$ cat src/rtl/core/cva_pkg.sv
// ----------------------------------------------------------------------------
// cva_pkg: shared types and constants of the count vector ALU
// Holds the function codes, the operand width and the item and control
// structs that pass between the top level and the iterative unit.
// ----------------------------------------------------------------------------
package cva_pkg;

  // Width of a part count; values are taken modulo 2^COUNT_WIDTH.
  localparam int COUNT_WIDTH = 32;
  // Field width of the item values.
  localparam int FIELD_W = 32;
  // Effective operand width: counts are cut to both the field and count width.
  localparam int OP_W = (COUNT_WIDTH < FIELD_W) ? COUNT_WIDTH : FIELD_W;
  // Step counter width, able to hold OP_W itself.
  localparam int CNT_W = $clog2(OP_W + 1);

  // Function codes.
  localparam logic [1:0] FN_ADD  = 2'd0;
  localparam logic [1:0] FN_SUB  = 2'd1;
  localparam logic [1:0] FN_MUL  = 2'd2;
  localparam logic [1:0] FN_MINQ = 2'd3;

  // One input item.
  typedef struct packed {
    logic [1:0]         func;
    logic [FIELD_W-1:0] first_value;
    logic [FIELD_W-1:0] second_value;
    logic [FIELD_W-1:0] multiplier;
    logic               last_element;
  } cva_in_t;

  // One result item.
  typedef struct packed {
    logic [FIELD_W-1:0] result_value;
    logic               result_last;
    logic               no_divisor;
  } cva_out_t;

  // Operands handed to the iterative unit.
  typedef struct packed {
    logic [1:0]      func;
    logic [OP_W-1:0] a;
    logic [OP_W-1:0] b;
    logic [OP_W-1:0] m;
  } cva_op_t;

  // Control from the top level to the unit.
  typedef struct packed {
    logic start;
    logic ack;
  } cva_ctrl_t;

  // Status from the unit to the top level.
  typedef struct packed {
    logic idle;
    logic done;
  } cva_stat_t;

endpackage

$ cat src/rtl/core/count_vector_alu.sv
// ----------------------------------------------------------------------------
// count_vector_alu: element-wise arithmetic on part count vectors
// Add, subtract and scale give one result item per element; minimum
// quotient keeps a running minimum and gives it on the last element.
// ----------------------------------------------------------------------------
//
//  Channel  Signals                      Carries
//  -------  ---------------------------  ------------------------------------
//  req      req_valid, req_ready, req    one element pair, mode and last mark
//  rsp      rsp_valid, rsp_ready, rsp    one result, last mark, no-divisor flag
//
// Add and subtract take a single step of the shared adder; scale and minimum
// quotient take OP_W steps, the adder stepping one bit per cycle. Reset is
// synchronous and clears the sequencer, the result register valid and the
// minimum quotient state.
// A finished result waits in the output register while the next item is
// taken; a second result then holds the unit until the register frees.
// ----------------------------------------------------------------------------
module count_vector_alu (
  input  logic              clk,
  input  logic              rst,
  input  logic              req_valid,
  output logic              req_ready,
  input  cva_pkg::cva_in_t  req,
  output logic              rsp_valid,
  input  logic              rsp_ready,
  output cva_pkg::cva_out_t rsp
);
  import cva_pkg::*;

  cva_ctrl_t       ctrl;
  cva_stat_t       stat;
  cva_op_t         op;
  logic [OP_W-1:0] unit_result;

  // Details of the item in flight.
  logic [1:0]      pend_func;
  logic            pend_last;
  logic            pend_bnz;

  // Minimum quotient state.
  logic [OP_W-1:0] running_minimum, running_minimum_next;
  logic            divisor_seen, divisor_seen_next;

  logic            req_take;
  logic            slot_free;
  logic            load_rsp;
  cva_out_t        rsp_next;

  assign req_ready = stat.idle;
  assign req_take  = req_valid && req_ready;
  assign slot_free = !rsp_valid || rsp_ready;

  // Operands are cut to the count width.
  assign op.func = req.func;
  assign op.a    = req.first_value[OP_W-1:0];
  assign op.b    = req.second_value[OP_W-1:0];
  assign op.m    = req.multiplier[OP_W-1:0];

  cva_unit u_unit (
    .clk    (clk),
    .rst    (rst),
    .ctrl   (ctrl),
    .op     (op),
    .stat   (stat),
    .result (unit_result)
  );

  // Completion: fold a quotient into the minimum and decide on a result item.
  always_comb begin
    running_minimum_next = running_minimum;
    divisor_seen_next    = divisor_seen;
    load_rsp             = 1'b0;
    ctrl.start           = req_take;
    ctrl.ack             = 1'b0;
    rsp_next.result_value = FIELD_W'(unit_result);
    rsp_next.result_last  = pend_last;
    rsp_next.no_divisor   = 1'b0;
    if (stat.done) begin
      if (pend_func != FN_MINQ) begin
        if (slot_free) begin
          load_rsp = 1'b1;
          ctrl.ack = 1'b1;
        end
      end else begin
        if (pend_bnz && (!divisor_seen || unit_result < running_minimum)) begin
          running_minimum_next = unit_result;
        end
        if (pend_bnz) begin
          divisor_seen_next = 1'b1;
        end
        rsp_next.result_value = divisor_seen_next ? FIELD_W'(running_minimum_next) : '0;
        rsp_next.no_divisor   = !divisor_seen_next;
        if (!pend_last) begin
          ctrl.ack = 1'b1;
        end else if (slot_free) begin
          load_rsp             = 1'b1;
          ctrl.ack             = 1'b1;
          running_minimum_next = '0;
          divisor_seen_next    = 1'b0;
        end
      end
    end
  end

  // Item details, state and the output register.
  always_ff @(posedge clk) begin
    if (rst) begin
      rsp_valid       <= 1'b0;
      running_minimum <= '0;
      divisor_seen    <= 1'b0;
    end else begin
      if (ctrl.ack) begin
        running_minimum <= running_minimum_next;
        divisor_seen    <= divisor_seen_next;
      end
      if (load_rsp) begin
        rsp_valid <= 1'b1;
      end else if (rsp_ready) begin
        rsp_valid <= 1'b0;
      end
    end
    if (req_take) begin
      pend_func <= req.func;
      pend_last <= req.last_element;
      pend_bnz  <= (op.b != '0);
    end
    if (load_rsp) begin
      rsp <= rsp_next;
    end
  end

endmodule

$ cat src/rtl/core/cva_unit.sv
// ----------------------------------------------------------------------------
// cva_unit: iterative arithmetic unit
// One shared adder/subtractor serves add and subtract in a single step,
// scaling by shift-and-add and division by restoring steps, one bit a cycle.
// ----------------------------------------------------------------------------
module cva_unit (
  input  logic                    clk,
  input  logic                    rst,
  input  cva_pkg::cva_ctrl_t      ctrl,
  input  cva_pkg::cva_op_t        op,
  output cva_pkg::cva_stat_t      stat,
  output logic [cva_pkg::OP_W-1:0] result
);
  import cva_pkg::*;

  localparam logic [1:0] S_IDLE = 2'd0;
  localparam logic [1:0] S_RUN  = 2'd1;
  localparam logic [1:0] S_DONE = 2'd2;

  logic [1:0]       state, state_next;
  logic [CNT_W-1:0] cnt, cnt_next;
  logic [1:0]       fn, fn_next;
  logic [OP_W-1:0]  acc, acc_next;
  logic [OP_W-1:0]  shr, shr_next;
  logic [OP_W-1:0]  opnd, opnd_next;

  // Shared adder operands and sum.
  logic [OP_W:0]    add_x;
  logic [OP_W:0]    add_y;
  logic             add_sub;
  logic [OP_W+1:0]  add_sum;
  logic             no_borrow;

  // Select what the shared adder works on for the current function.
  always_comb begin
    add_x   = {1'b0, acc};
    add_y   = {1'b0, opnd};
    add_sub = 1'b0;
    case (fn)
      FN_ADD: begin
        add_sub = 1'b0;
      end
      FN_SUB: begin
        add_sub = 1'b1;
      end
      FN_MUL: begin
        // Product so far doubled, plus the operand when the multiplier bit is set.
        add_x = {1'b0, acc[OP_W-2:0], 1'b0};
        add_y = shr[OP_W-1] ? {1'b0, opnd} : '0;
      end
      default: begin
        // Partial remainder with the next dividend bit, minus the divisor.
        add_x   = {acc, shr[OP_W-1]};
        add_sub = 1'b1;
      end
    endcase
  end

  assign add_sum   = {1'b0, add_x} + {1'b0, (add_sub ? ~add_y : add_y)}
                     + {{(OP_W+1){1'b0}}, add_sub};
  assign no_borrow = add_sum[OP_W+1];

  // Sequencer and operand registers.
  always_comb begin
    state_next = state;
    cnt_next   = cnt;
    fn_next    = fn;
    acc_next   = acc;
    shr_next   = shr;
    opnd_next  = opnd;
    case (state)
      S_IDLE: begin
        if (ctrl.start) begin
          fn_next    = op.func;
          state_next = S_RUN;
          case (op.func)
            FN_ADD, FN_SUB: begin
              acc_next  = op.a;
              opnd_next = op.b;
              cnt_next  = CNT_W'(1);
            end
            FN_MUL: begin
              acc_next  = '0;
              shr_next  = op.m;
              opnd_next = op.a;
              cnt_next  = CNT_W'(OP_W);
            end
            default: begin
              acc_next  = '0;
              shr_next  = op.a;
              opnd_next = op.b;
              cnt_next  = CNT_W'(OP_W);
            end
          endcase
        end
      end
      S_RUN: begin
        cnt_next = cnt - CNT_W'(1);
        case (fn)
          FN_ADD, FN_SUB: begin
            acc_next = add_sum[OP_W-1:0];
          end
          FN_MUL: begin
            acc_next = add_sum[OP_W-1:0];
            shr_next = {shr[OP_W-2:0], 1'b0};
          end
          default: begin
            acc_next = no_borrow ? add_sum[OP_W-1:0] : add_x[OP_W-1:0];
            shr_next = {shr[OP_W-2:0], no_borrow};
          end
        endcase
        if (cnt == CNT_W'(1)) begin
          state_next = S_DONE;
        end
      end
      S_DONE: begin
        if (ctrl.ack) begin
          state_next = S_IDLE;
        end
      end
      default: begin
        state_next = S_IDLE;
      end
    endcase
  end

  always_ff @(posedge clk) begin
    if (rst) begin
      state <= S_IDLE;
    end else begin
      state <= state_next;
    end
    cnt  <= cnt_next;
    fn   <= fn_next;
    acc  <= acc_next;
    shr  <= shr_next;
    opnd <= opnd_next;
  end

  // The quotient collects in the shift register, every other result in acc.
  assign result    = (fn == FN_MINQ) ? shr : acc;
  assign stat.idle = (state == S_IDLE);
  assign stat.done = (state == S_DONE);

endmodule

$ cat config.mk
export PLATFORM = sky130hd
export DESIGN_NAME = count_vector_alu
export DESIGN_NICKNAME = d
export VERILOG_FILES = /design/src/rtl/core/cva_pkg.sv /design/src/rtl/core/count_vector_alu.sv /design/src/rtl/core/cva_unit.sv
export SDC_FILE = /design/constraint.sdc
export NUM_CORES = 1
export LEC_CHECK = 0
export ABC_AREA = 0
export BUFFER_PORTS_ARGS = -buffer_cell sky130_fd_sc_hd__clkbuf_2
export CAP_MARGIN = 25
export CORE_UTILIZATION = 40
export CTS_CLUSTER_DIAMETER = 50
export DETAILED_ROUTE_END_ITERATION = 10
export PLACE_DENSITY = 0.56
export SYNTH_ARGS = -nofsm -noshare
export SYNTH_HDL_FRONTEND = slang
export SYNTH_SLANG_ARGS = --single-unit
$ cat constraint.sdc
create_clock -name clk -period 8 [get_ports clk]
set_clock_uncertainty 0.05 [all_clocks]
set_input_delay 0.4 -clock clk [delete_from_list [all_inputs] [get_ports clk]]
set_output_delay 0.4 -clock clk [all_outputs]
set_load 0.02 [all_outputs]
# --- Word level (Yosys, flattened, before mapping) ---
# Index checks and enable logic that the tools add are counted.
totals:
  register_bits: 178
  latchBits: 0
  mem_bits_rw: 0
  mem_bits_ro: 0
  in_bits: 103
  memories: 0
op_classes:
  addsub: 3
  mul: 0
  div: 0
  n_lt_le_gt_ge: 1
  eq_ne: 14
  shifts: 0
  n_mux: 43
  bitwise_logic: 3
  n_reduce_logical: 23
ops:
  columns: ["op", "n"]
  rows:
  - ["$mux 32", 14]
  - ["$pmux 32 s2", 4]
  - ["$mux 33", 2]
  - ["$pmux 33 s2", 1]
  - ["$add 33x33->34", 1]
  - ["$add 34x1->34", 1]
  - ["$not 33->33", 1]
  - ["$lt 32x32->1", 1]
  - ["$reduce_bool 32->1", 1]
  - ["$mux 1", 15]
  - ["$mux 6", 2]
  - ["$pmux 6 s2", 1]
  - ["$eq 2x2->1 const B", 4]
  - ["$ne 2x2->1 const B", 4]
  - ["$reduce_or 2->1", 4]
  - ["$eq 2x1->1 const B", 3]
  - ["$eq 6x1->1 const B", 1]
  - ["$logic_not 2->1", 3]
  - ["$mux 2", 3]
  - ["$pmux 2 s3", 1]
  - ["$reduce_and 3->1", 2]
  - ["$sub 6x1->6 const B", 1]
  - ["$ne 2x1->1 const B", 2]
  - ["$reduce_and 2->1", 2]
  - ["7 further kinds", 13]

# --- Logic depth before layout (Yosys ltp) ---
# Gate-level depths: netlist (run 1).
logic_depth:
  depth_word: 9
  ltp_mapped: 17
  ltp_nobuf: 14

# --- Modules after synthesis ---
# A second synthesis (run 1) with hierarchy kept.
hier_totals:
  hier_cells: 1148
  hier_area_um2: 11743.8
by_module_without_submodules:
  columns: ["module", "n_inst", "cells_per_inst", "area_each_um2", "seq_area_each_um2"]
  rows:
  - ["cva_unit", 1, 846, 8231.6, 3163.0]
  - ["count_vector_alu", 1, 302, 3512.1, 1821.7]

# --- Least setup slack after synthesis (run 1) ---
# OpenSTA, ideal clock, no wires.
synth_path:
  path_kind: "register to register"
  from: "register, netlist name pend_func[1]"
  to: "register u_unit.acc[31], data pin"
  setup_time_ps: 261
  arrival_ps: 3699
  required_time_ps: 7689
  slack_ps: 3990
  path_stages_with_launch: 17
  n_path_buf: 3
  period_less_slack_ps: 4010
  path_cell_list: "edfxtp_1 > buf_1 > inv_1 > nor3_1 > clkbuf_1 > nor2_1 > ha_1 > clkbuf_1 > a21o_1 > a221o_1 > a31oi_1 > a22oi_1 > a31o_4 > a21oi_4 > and2_2 > a211oi_1 > a311o_1"
synth_lines:
  columns: ["element", "line_no", "rtl"]
  rows:
  - ["end signal: assignment", "cva_unit.sv:135", "acc <= acc_next;"]
  - ["end: declaration", "cva_unit.sv:23", "logic [OP_W-1:0] acc, acc_next;"]

==> results.py, run 1 <==
metrics = {
    "outcome": {
        "status": "finished clean",
    },
    "setup_path": {
        "timing.critical_path.to_type": "flip-flop",
        "worst_path_required_time_ns": 8.24,
        "worst_setup_path_start_kind": "flip-flop",
        "timing.setup.critical_path_class": "flip-flop to flip-flop",
        "crit_path_max_incr_delay_ns": 0.82,
        "crit_path_cell_trace": "buf_4 > and2_1 > buf_4 > a21o_1 > ha_1 > a21oi_1 > o21ai_0 > a221oi_1 > o211ai_1 > a21oi_1 > o21ai_0 > a21oi_4 > a221o_1",
        "cp.buffers_inverters": 2,
        "crit_path_max_fanout": 42,
        "crit_slowest_cell": "sky130_fd_sc_hd__a21oi_4",
        "critical_path.top_delay_family": "compound AO/OA/AOI/OAI gates",
        "worstPathArrival_ns": 5.02,
    },
    "detailed_routing": {
        "ant_nets": 0,
        "first_iter_violations": 735,
        "route.vias.total": 9271,
        "detailroute.wirelength.met3_mm": 1.47,
        "remaining_design_rule_violation_count": 0,
        "route.detailed.wl_per_inst_um": 20.2,
        "topRoutingLayerUsed": "met4",
        "route.detailed.vias_per_inst": 5.63,
        "drt-total-wl_mm": 33.2,
        "routedLengthMet1_mm": 16.7,
        "firstDrtPassIters": 5,
        "dr_wl_met2_mm": 14.5,
    },
    "grt": {
        "grt_antenna_before_repair": 0,
        "first_global_vias": 8795,
        "grt_pass1_wl_mm": 51.4,
        "track_usage_pct": 22.2,
        "gr-total-overflow": 0,
        "largest_net_degree_at_the_start_of_global_routing": 68,
    },
    "logic_synthesis": {
        "synth.top_cells.by_area": "sky130_fd_sc_hd__edfxtp_1, sky130_fd_sc_hd__ha_1, sky130_fd_sc_hd__dfxtp_1",
        "number_of_flops_mapped_to_enable_cells_by_yosys": 140,
        "synth_cells": 1147,
        "library_cell_with_the_largest_summed_area_after_synthesis": "sky130_fd_sc_hd__edfxtp_1",
        "mean_area_per_synthesized_cell_um2": 10.2,
        "yosys_register_bits": 176,
        "syn-cell-area_um2": 11800,
        "syn_nets": 1316,
        "yosys.cell_types.count": 76,
        "synth_async_sr_flop_share_pct": 0,
        "yosys.area.top_type_share_pct": 35.8,
        "ys_dominant_reg_cell": "sky130_fd_sc_hd__edfxtp_1",
        "synth_seq_area_share_pct": 41.9,
        "synthesis.yosys.warnings": 0,
    },
    "timing": {
        "fin_tns_setup_ns": 0,
        "worstMarginPinSlew_ns": 0.993,
        "worst_slew_margin_rel_pct": 33.7,
        "hold_viol_final": 0,
        "final-setup-viol-count": 0,
        "final_min_period_over_clock_period_pct": 59.7,
        "grt_setup_unrepaired": "no",
        "achievable-frequency_mhz": 209,
        "final.min_clock_period_ns": 4.78,
        "slew_viol_final": 0,
    },
    "die": {
        "fp_rows": 62,
        "die_height_um": 173,
        "start_util_pct": 40.8,
        "chipWidth_um": 173,
        "num_io_pins": 139,
        "fp.coreArea_um2": 28800,
        "floorplan.die_area_um2": 30100,
    },
    "place": {
        "placement.io_buffers": 138,
        "place.detailed.hpwl_mm": 24.7,
        "place.gp.congestion": 0.882,
        "placedCellCount": 1614,
    },
    "clock_tree": {
        "postCtsHoldBufs": 0,
        "postCtsSetupBuffers": 0,
        "ctsLongestPathBuffers": 2,
        "clock_tree_root": "sky130_fd_sc_hd__clkbuf_16",
        "cts-buffers-inserted": 17,
        "clkSinkCount": 176,
        "clock_latency_ns": 0.44,
        "h-tree-depth": 4,
        "post_cts_resized": 0,
        "tritoncts": "yes",
        "worst_setup_hold_path_clk_slew_ns": 0.08,
    },
    "worst_hold_path": {
        "hold_class": "input port to flip-flop",
    },
    "finish": {
        "antennaDiodeCount": 0,
        "nNetsFinal": 1419,
        "fin_cells": 1647,
        "flow.area_growth_from_synthesis_pct": 13.6,
        "drive_gt1_share_pct": 21.8,
    },
    "power": {
        "power.density_cell_area_nw_per_um2": 233,
        "cellLeakagePower_nw": 5.37,
        "largest_voltage_drop_on_the_vdd_net_mv": 0.146,
    },
    "job": {
        "drv_cap": 0,
    },
}
## cells in the final DEF (no fill, tap or decap), types with 48 or more instances in the layout
cell / n
sky130_fd_sc_hd__mux2i_1: 57
sky130_fd_sc_hd__clkbuf_2: 138
sky130_fd_sc_hd__mux2_2: 62
sky130_fd_sc_hd__edfxtp_1: 140
sky130_fd_sc_hd__nand2_1: 78
sky130_fd_sc_hd__inv_1: 48
sky130_fd_sc_hd__xnor2_1: 49
sky130_fd_sc_hd__ha_1: 65
sky130_fd_sc_hd__o21ai_0: 78
sky130_fd_sc_hd__a21oi_1: 63
sky130_fd_sc_hd__nor2_1: 58
## sequential cells by signal, indices dropped and copies added, names as in the netlist
name,cells
pend_bnz,1
rsp_valid,1
u_unit.opnd,32
u_unit.state,2
divisor_seen,1
u_unit.cnt,6
running_minimum,32
u_unit.shr,32
pend_last,1
u_unit.acc,32
rsp,34
pend_func,2
## metal layers
layer | vias up | track usage [%]
li1 | 4522 | -
met1 | 4442 | 33.4
met2 | 275 | 33.3
met3 | 32 | 2.30
met4 | 0 | 6.27
met5 | - | 0
## area by class of cell
cell class | instances | area [um2]
inverter | 49 | 184
clock inverter | 14 | 144
tap | 384 | 480
sequential | 176 | 4920
multi-input combinational | 852 | 6350
timing repair buffer | 154 | 843
clock buffer | 18 | 429
fill | 2763 | 15400
## final timing paths
| kind | from | to | slack (ns) | depth (start not counted) |
|---|---|---|---|---|
| max | pend_func[1]$_DFFE_PP_ | rsp[6]$_DFFE_PP_ | 3.22 | 13 |
| min | req[0] | pend_last$_DFFE_PP_ | 0.09 | 1 |
| max reg2reg | pend_func[1]$_DFFE_PP_ | rsp[6]$_DFFE_PP_ | 3.22 | 13 |
| min reg2reg | running_minimum[0]$_SDFFE_PP0P_ | running_minimum[0]$_SDFFE_PP0P_ | 0.46 | 1 |
## cell families (layout without fill, tap and decap cells)
group / after synthesis / count (layout) / synth area share, %
buf+inv: 119 / 235 / 4.53
mux: 120 / 120 / 10.9
fa+ha+maj: 66 / 66 / 7.09
simple gates: 287 / 287 / 12.1
xor+xnor: 61 / 61 / 4.54
compound gates: 318 / 318 / 18.9
flops: 176 / 176 / 41.9
## Yosys cell counts, types with 36 or more instances
library cell / instances
sky130_fd_sc_hd__a21o_1: 43
sky130_fd_sc_hd__a21oi_1: 65
sky130_fd_sc_hd__clkbuf_1: 52
sky130_fd_sc_hd__dfxtp_1: 36
sky130_fd_sc_hd__edfxtp_1: 140
sky130_fd_sc_hd__ha_1: 65
sky130_fd_sc_hd__inv_1: 48
sky130_fd_sc_hd__mux2_2: 62
sky130_fd_sc_hd__mux2i_1: 57
sky130_fd_sc_hd__nand2_1: 78
sky130_fd_sc_hd__nand3_1: 41
sky130_fd_sc_hd__nor2_1: 60
sky130_fd_sc_hd__o21ai_0: 78
sky130_fd_sc_hd__xnor2_1: 49
## worst register-to-register path, stage by stage (launching register included)
cell                       delay [ns]
sky130_fd_sc_hd__edfxtp_1        0.33
sky130_fd_sc_hd__buf_4           0.43
sky130_fd_sc_hd__and2_1          0.49
sky130_fd_sc_hd__buf_4           0.46
sky130_fd_sc_hd__a21o_1          0.22
sky130_fd_sc_hd__ha_1            0.25
sky130_fd_sc_hd__a21oi_1         0.14
sky130_fd_sc_hd__o21ai_0         0.11
sky130_fd_sc_hd__a221oi_1        0.37
sky130_fd_sc_hd__o211ai_1        0.16
sky130_fd_sc_hd__a21oi_1         0.25
sky130_fd_sc_hd__o21ai_0         0.20
sky130_fd_sc_hd__a21oi_4         0.82
sky130_fd_sc_hd__a221o_1         0.36
## per-stage QoR
step	power (mW)	area [um2]	utilization (%)	hold WS, ns	worst slack [ns]
3_3_place_gp	2.28	12700	44.3	0.438	3.13
2_1_floorplan	2.01	11800	-	0.405	3.99
4_1_cts	3.11	13300	46.3	0.0914	3.24
3_5_place_dp	2.28	12800	44.4	0.442	3.26
6_report	3.11	13400	46.4	0.0936	3.22
5_1_grt	3.28	13400	46.4	0.0955	2.85
## power by group
group | switching, mW | total (mW) | internal, mW | leakage [nW]
registers | 0.0635 | 1.16 | 1.09 | 1.63
clock network | 0.421 | 0.838 | 0.417 | 0.281
logic | 0.642 | 1.12 | 0.474 | 3.46
No activity file was read; power rests on OpenSTA's default activity.
==> run 2, diff against run 1 <==
--- a/config.mk
+++ b/config.mk
@@ -11,7 +11,7 @@
 export CORE_UTILIZATION = 40
 export CTS_CLUSTER_DIAMETER = 50
 export DETAILED_ROUTE_END_ITERATION = 10
-export PLACE_DENSITY = 0.56
+export PLACE_DENSITY = 0.59
 export SYNTH_ARGS = -nofsm -noshare
 export SYNTH_HDL_FRONTEND = slang
 export SYNTH_SLANG_ARGS = --single-unit
==> constraint.sdc (replaced) <==
create_clock -name clk -period 4.1 [get_ports clk]
set_clock_uncertainty 0.05 [all_clocks]
set_input_delay 0.205 -clock clk [delete_from_list [all_inputs] [get_ports clk]]
set_output_delay 0.205 -clock clk [all_outputs]
set_load 0.02 [all_outputs]
==> run 2 against run 1 <==
First-iteration DRC count is 4.5% higher. Clock power increased by 97%. Register-to-register slack got worse by 3.0 ns. Flip-flop and latch count did not move. Die area is the same. Worst setup slack got worse by 3.0 ns. Sequential share of layout area shrank 0.51 points. Combinational power grew 100%. Sequential power is 95% higher. Critical path type unchanged. Utilization increased by 0.65 points.
==> results.py, run 2 (same netlist as run 1, synthesis figures left out) <==
metrics = {
    "place": {
        "placement.io_buffers": 138,
        "pre_cts_ws_ns": 0.137,
        "placedCellCount": 1627,
        "place.detailed.hpwl_mm": 25.4,
        "place.gp.congestion": 0.922,
    },
    "die": {
        "chipWidth_um": 173,
        "fp_rows": 62,
        "start_util_pct": 40.8,
        "fp.coreArea_um2": 28800,
        "die_height_um": 173,
        "num_io_pins": 139,
        "floorplan.die_area_um2": 30100,
    },
    "clock_tree": {
        "tritoncts": "yes",
        "h-tree-depth": 4,
        "worst_setup_hold_path_clk_slew_ns": 0.08,
        "clkSinkCount": 176,
        "ctsLongestPathBuffers": 2,
        "cts-buffers-inserted": 17,
        "clock_latency_ns": 0.43,
        "clock_tree_root": "sky130_fd_sc_hd__clkbuf_16",
    },
    "timing": {
        "final.min_clock_period_ns": 3.90,
        "worstMarginPinSlew_ns": 0.665,
        "final-setup-viol-count": 0,
        "fin_tns_setup_ns": 0,
        "achievable-frequency_mhz": 257,
        "final_min_period_over_clock_period_pct": 95.0,
        "hold_viol_final": 0,
        "worst_slew_margin_rel_pct": 55.7,
        "grt_setup_unrepaired": "no",
        "slew_viol_final": 0,
        "layout_setup_ws_ns": 0.203,
    },
    "detailed_routing": {
        "remaining_design_rule_violation_count": 0,
        "firstDrtPassIters": 5,
        "ant_nets": 0,
        "drt-total-wl_mm": 33.5,
        "route.detailed.wl_per_inst_um": 20.1,
        "route.vias.total": 9374,
        "route.detailed.vias_per_inst": 5.64,
        "first_iter_violations": 768,
    },
    "finish": {
        "layout.cells.most_common": "sky130_fd_sc_hd__edfxtp_1",
        "share_of_the_core_filled_with_cells_pct": 47.1,
        "drive_gt1_share_pct": 23.1,
        "flow.area_growth_from_synthesis_pct": 15.2,
        "largest_register_ffs": 34,
        "antennaDiodeCount": 0,
        "fin_cells": 1663,
        "nNetsFinal": 1435,
        "final_cell_mix": "sky130_fd_sc_hd__edfxtp_1, sky130_fd_sc_hd__clkbuf_2, sky130_fd_sc_hd__nand2_1, sky130_fd_sc_hd__o21ai_0, sky130_fd_sc_hd__ha_1",
        "max_flop_register": "rsp",
    },
    "setup_path": {
        "worstPathArrival_ns": 4.10,
        "timing.setup.critical_path_class": "flip-flop to flip-flop",
        "worst_setup_path_start_kind": "flip-flop",
        "timing.critical_path.to_type": "flip-flop",
        "worst_path_required_time_ns": 4.30,
        "crit_path_max_fanout": 21,
    },
    "worst_hold_path": {
        "hold_class": "input port to flip-flop",
    },
    "power": {
        "cellLeakagePower_nw": 5.46,
        "largest_voltage_drop_on_the_vdd_net_mv": 0.249,
        "power.density_cell_area_nw_per_um2": 455,
    },
    "job": {
        "drv_cap": 0,
    },
    "grt": {
        "track_usage_pct": 22.3,
        "grt_antenna_before_repair": 0,
        "first_global_vias": 9023,
        "gr-total-overflow": 0,
        "grt_pass1_wl_mm": 52.2,
        "largest_net_degree_at_the_start_of_global_routing": 58,
    },
    "outcome": {
        "status": "finished clean",
    },
}
run 2: cell count changes in the layout (fill, tap and decap cells not counted), moves of 2 or more:
| cell | previous run | this run |
|---|---|---|
| sky130_fd_sc_hd__buf_12 | 1 | 3 |
| sky130_fd_sc_hd__a21oi_1 | 63 | 61 |
| sky130_fd_sc_hd__inv_4 | 2 | 0 |
| sky130_fd_sc_hd__buf_4 | 14 | 27 |
| sky130_fd_sc_hd__a21oi_2 | 0 | 4 |
| sky130_fd_sc_hd__clkinv_8 | 2 | 4 |
| sky130_fd_sc_hd__a21oi_4 | 3 | 1 |
run 2: where the power goes:
part,switching (mW),internal [mW],total [mW]
combinational,1.30,0.958,2.26
clock,0.829,0.820,1.65
sequential,0.126,2.14,2.26
run 2: worst max-delay path: stages (launching register included):
cell and delay, ns:
sky130_fd_sc_hd__edfxtp_1 0.51, sky130_fd_sc_hd__nor3_2 0.22, sky130_fd_sc_hd__buf_4 0.29, sky130_fd_sc_hd__nor2_1 0.09, sky130_fd_sc_hd__ha_1 0.41, sky130_fd_sc_hd__a21o_1 0.23
sky130_fd_sc_hd__a221o_1 0.34, sky130_fd_sc_hd__a31oi_1 0.19, sky130_fd_sc_hd__a22oi_1 0.12, sky130_fd_sc_hd__a31o_4 0.25, sky130_fd_sc_hd__a21oi_4 0.25, sky130_fd_sc_hd__and2_2 0.31
sky130_fd_sc_hd__buf_4 0.18, sky130_fd_sc_hd__a21oi_1 0.08, sky130_fd_sc_hd__o21ai_0 0.19
run 2: what timing repair did:
item | 4_1_cts | 5_1_grt
hold endpoints to repair | 1 | 0
gates resized for setup | 0 | 8
setup buffers | 0 | 2
setup endpoints to repair | 0 | 7
hold buffers | 1 | 0
run 2: final cells by class:
| cell class | count | area (um2) |
|---|---|---|
| Multi-Input combinational cell | 852 | 6370 |
| Timing Repair Buffer | 170 | 988 |
| Sequential cell | 176 | 4920 |
| Fill cell | 2713 | 15200 |
| Tap cell | 384 | 480 |
| Clock buffer | 17 | 425 |
| Clock inverter | 15 | 166 |
| Inverter | 49 | 184 |
run 2: through the flow:
step	hold WS (ns)	total power [mW]	cell area (um2)
3_5_place_dp	0.334	4.50	12900
4_1_cts	0.00274	6.14	13500
3_3_place_gp	0.335	4.49	12900
5_1_grt	0.0157	6.50	13500
6_report	0.0113	6.17	13500
2_1_floorplan	0.224	3.92	11800
run 2: worst paths after layout:
path                                   startpoint                               to  slack, ns  cells after the start
setup reg to reg           pend_func[0]$_DFFE_PP_          u_unit.acc[9]$_DFFE_PP_       0.20                     14
hold / removal                                rst     u_unit.state[0]$_SDFFE_PP0P_       0.01                      2
setup / recovery           pend_func[0]$_DFFE_PP_          u_unit.acc[9]$_DFFE_PP_       0.20                     14
hold reg to reg   running_minimum[0]$_SDFFE_PP0P_  running_minimum[0]$_SDFFE_PP0P_       0.46                      1
run 2: metal layers:
metal | track usage, % | wire length [um]
met1 | 33.3 | 16400
met2 | 34.3 | 15100
met3 | 2.30 | 1520
met4 | 5.20 | 411
met5 | 0 | 0
==> run 3, diff against run 2 <==
--- a/config.mk
+++ b/config.mk
@@ -6,12 +6,12 @@
 export NUM_CORES = 1
 export LEC_CHECK = 0
 export ABC_AREA = 0
+export ABC_CLOCK_PERIOD_IN_PS = 4100
 export BUFFER_PORTS_ARGS = -buffer_cell sky130_fd_sc_hd__clkbuf_2
 export CAP_MARGIN = 25
 export CORE_UTILIZATION = 40
 export CTS_CLUSTER_DIAMETER = 50
 export DETAILED_ROUTE_END_ITERATION = 10
-export PLACE_DENSITY = 0.59
 export SYNTH_ARGS = -nofsm -noshare
 export SYNTH_HDL_FRONTEND = slang
 export SYNTH_SLANG_ARGS = --single-unit
==> run 3 against run 2 <==
Via count hardly changed. Largest cell class unchanged. First-iteration DRC count up 6.0%. Fmax is 0.36% lower. Highest routed layer unchanged.
==> results.py, run 3 (same netlist as run 1, synthesis figures left out) <==
metrics = {
    "grt": {
        "track_usage_pct": 21.8,
        "grt_antenna_before_repair": 1,
        "grt_pass1_wl_mm": 50.9,
        "first_global_vias": 8951,
        "largest_net_degree_at_the_start_of_global_routing": 64,
        "gr-total-overflow": 0,
    },
    "timing": {
        "final.min_clock_period_ns": 3.91,
        "achievable-frequency_mhz": 256,
        "layout_setup_ws_ns": 0.189,
        "fin_tns_setup_ns": 0,
        "final-setup-viol-count": 0,
        "worstMarginPinSlew_ns": 0.910,
        "hold_viol_final": 0,
        "slew_viol_final": 0,
        "worst_slew_margin_rel_pct": 39.3,
        "final_min_period_over_clock_period_pct": 95.4,
        "grt_setup_unrepaired": "no",
    },
    "place": {
        "placedCellCount": 1628,
        "place.detailed.hpwl_mm": 24.9,
        "placement.io_buffers": 138,
        "pre_cts_ws_ns": 0.164,
        "place.gp.congestion": 0.866,
        "placed_cell_area_um2": 12900,
    },
    "detailed_routing": {
        "remaining_design_rule_violation_count": 0,
        "drt-total-wl_mm": 33.2,
        "route.detailed.wl_per_inst_um": 19.9,
        "route.detailed.vias_per_inst": 5.63,
        "ant_nets": 0,
        "route.vias.total": 9366,
        "firstDrtPassIters": 7,
        "first_iter_violations": 814,
    },
    "finish": {
        "fin_cells": 1665,
        "share_of_the_core_filled_with_cells_pct": 47.1,
        "nNetsFinal": 1437,
        "largest_register_ffs": 34,
        "antennaDiodeCount": 0,
        "final_cell_mix": "sky130_fd_sc_hd__edfxtp_1, sky130_fd_sc_hd__clkbuf_2, sky130_fd_sc_hd__nand2_1, sky130_fd_sc_hd__o21ai_0, sky130_fd_sc_hd__ha_1",
        "design_area_um2": 13500,
        "drive_gt1_share_pct": 23.1,
        "layout.cells.most_common": "sky130_fd_sc_hd__edfxtp_1",
        "max_flop_register": "rsp",
        "flow.area_growth_from_synthesis_pct": 15.2,
    },
    "outcome": {
        "status": "finished clean",
    },
    "clock_tree": {
        "cts-buffers-inserted": 17,
        "clock_tree_root": "sky130_fd_sc_hd__clkbuf_16",
        "tritoncts": "yes",
        "ctsLongestPathBuffers": 2,
        "h-tree-depth": 4,
        "clock_latency_ns": 0.44,
        "worst_setup_hold_path_clk_slew_ns": 0.08,
        "clkSinkCount": 176,
    },
    "power": {
        "power.density_cell_area_nw_per_um2": 455,
        "largest_voltage_drop_on_the_vdd_net_mv": 0.215,
        "cellLeakagePower_nw": 5.46,
    },
    "setup_path": {
        "timing.critical_path.to_type": "flip-flop",
        "worst_path_required_time_ns": 4.21,
        "setup.reg_to_reg.worst_slack_ns": 0.19,
        "timing.setup.critical_path_class": "flip-flop to flip-flop",
        "crit_path_max_fanout": 21,
        "worstPathArrival_ns": 4.02,
        "worst_setup_path_start_kind": "flip-flop",
    },
    "die": {
        "num_io_pins": 139,
        "chipWidth_um": 173,
        "floorplan.die_area_um2": 30100,
        "fp.coreArea_um2": 28800,
        "fp_rows": 62,
        "start_util_pct": 40.8,
        "die_height_um": 173,
    },
    "job": {
        "drv_cap": 0,
    },
    "worst_hold_path": {
        "hold_class": "input port to flip-flop",
    },
}
[run 3: cell count changes in the layout (fill, tap and decap cells not counted), sizes merged]
cell / delta
dlygate4sd3: +1
buf: +1
[run 3: worst max-delay path, stage by stage (launching register included)]
cell and delay [ns]:
sky130_fd_sc_hd__edfxtp_1 0.52, sky130_fd_sc_hd__nor3_2 0.22, sky130_fd_sc_hd__buf_4 0.29, sky130_fd_sc_hd__nor2_1 0.09, sky130_fd_sc_hd__ha_1 0.39, sky130_fd_sc_hd__a21o_1 0.20, sky130_fd_sc_hd__a21oi_1 0.22, sky130_fd_sc_hd__buf_4 0.18
sky130_fd_sc_hd__a21oi_2 0.07, sky130_fd_sc_hd__o32ai_1 0.34, sky130_fd_sc_hd__buf_4 0.20, sky130_fd_sc_hd__nor3_1 0.06, sky130_fd_sc_hd__o32ai_1 0.39, sky130_fd_sc_hd__xnor2_1 0.16, sky130_fd_sc_hd__mux2i_1 0.17, sky130_fd_sc_hd__o21ai_0 0.09
[run 3: area by class of cell]
class                           count  area (um2)
Tap cell                          384         480
Timing Repair Buffer              172        1010
Multi-Input combinational cell    852        6350
Fill cell                        2741       15200
Clock inverter                     15         168
Sequential cell                   176        4920
Inverter                           49         184
Clock buffer                       17         425
[run 3: path summary, 6_finish.rpt]
kind                                                       from                         endpoint  depth (start not counted)
worst min-delay path                                        rst     u_unit.state[0]$_SDFFE_PP0P_                          2
worst min register to register  running_minimum[0]$_SDFFE_PP0P_  running_minimum[0]$_SDFFE_PP0P_                          1
worst max-delay path                     pend_func[0]$_DFFE_PP_         u_unit.acc[24]$_DFFE_PP_                         15
worst max register to register           pend_func[0]$_DFFE_PP_         u_unit.acc[24]$_DFFE_PP_                         15
[run 3: layer usage]
metal  share of wire [%]  global-route usage, %  routed length, um
met5                   0                      0                  0
met2                  44                   33.9              14800
met4                 1.7                   5.79                548
met3                 5.3                   2.13               1770
met1                  49                   32.2              16100
[run 3: power by group]
part	total (mW)	switching (mW)	leakage (nW)	internal, mW
sequential	2.26	0.124	1.63	2.14
clock	1.64	0.821	0.291	0.822
combinational	2.26	1.30	3.54	0.963
[run 3: repair_timing]
action                                  4_1_cts  5_1_grt
gates resized for setup                       0        5
endpoints found under the hold margin         2        0
hold buffers                                  2        0
buffers inserted                              0        2
endpoints found under the setup margin        0        6
[run 3: stage by stage]
| stage | hold WS (ns) | total power [mW] |
|---|---|---|
| floorplan | 0.224 | 3.92 |
| global placement | 0.334 | 4.49 |
| detailed placement | 0.334 | 4.50 |
| CTS | 0.00368 | 6.14 |
| global route | 0.0127 | 6.49 |
| finish | 0.0140 | 6.16 |
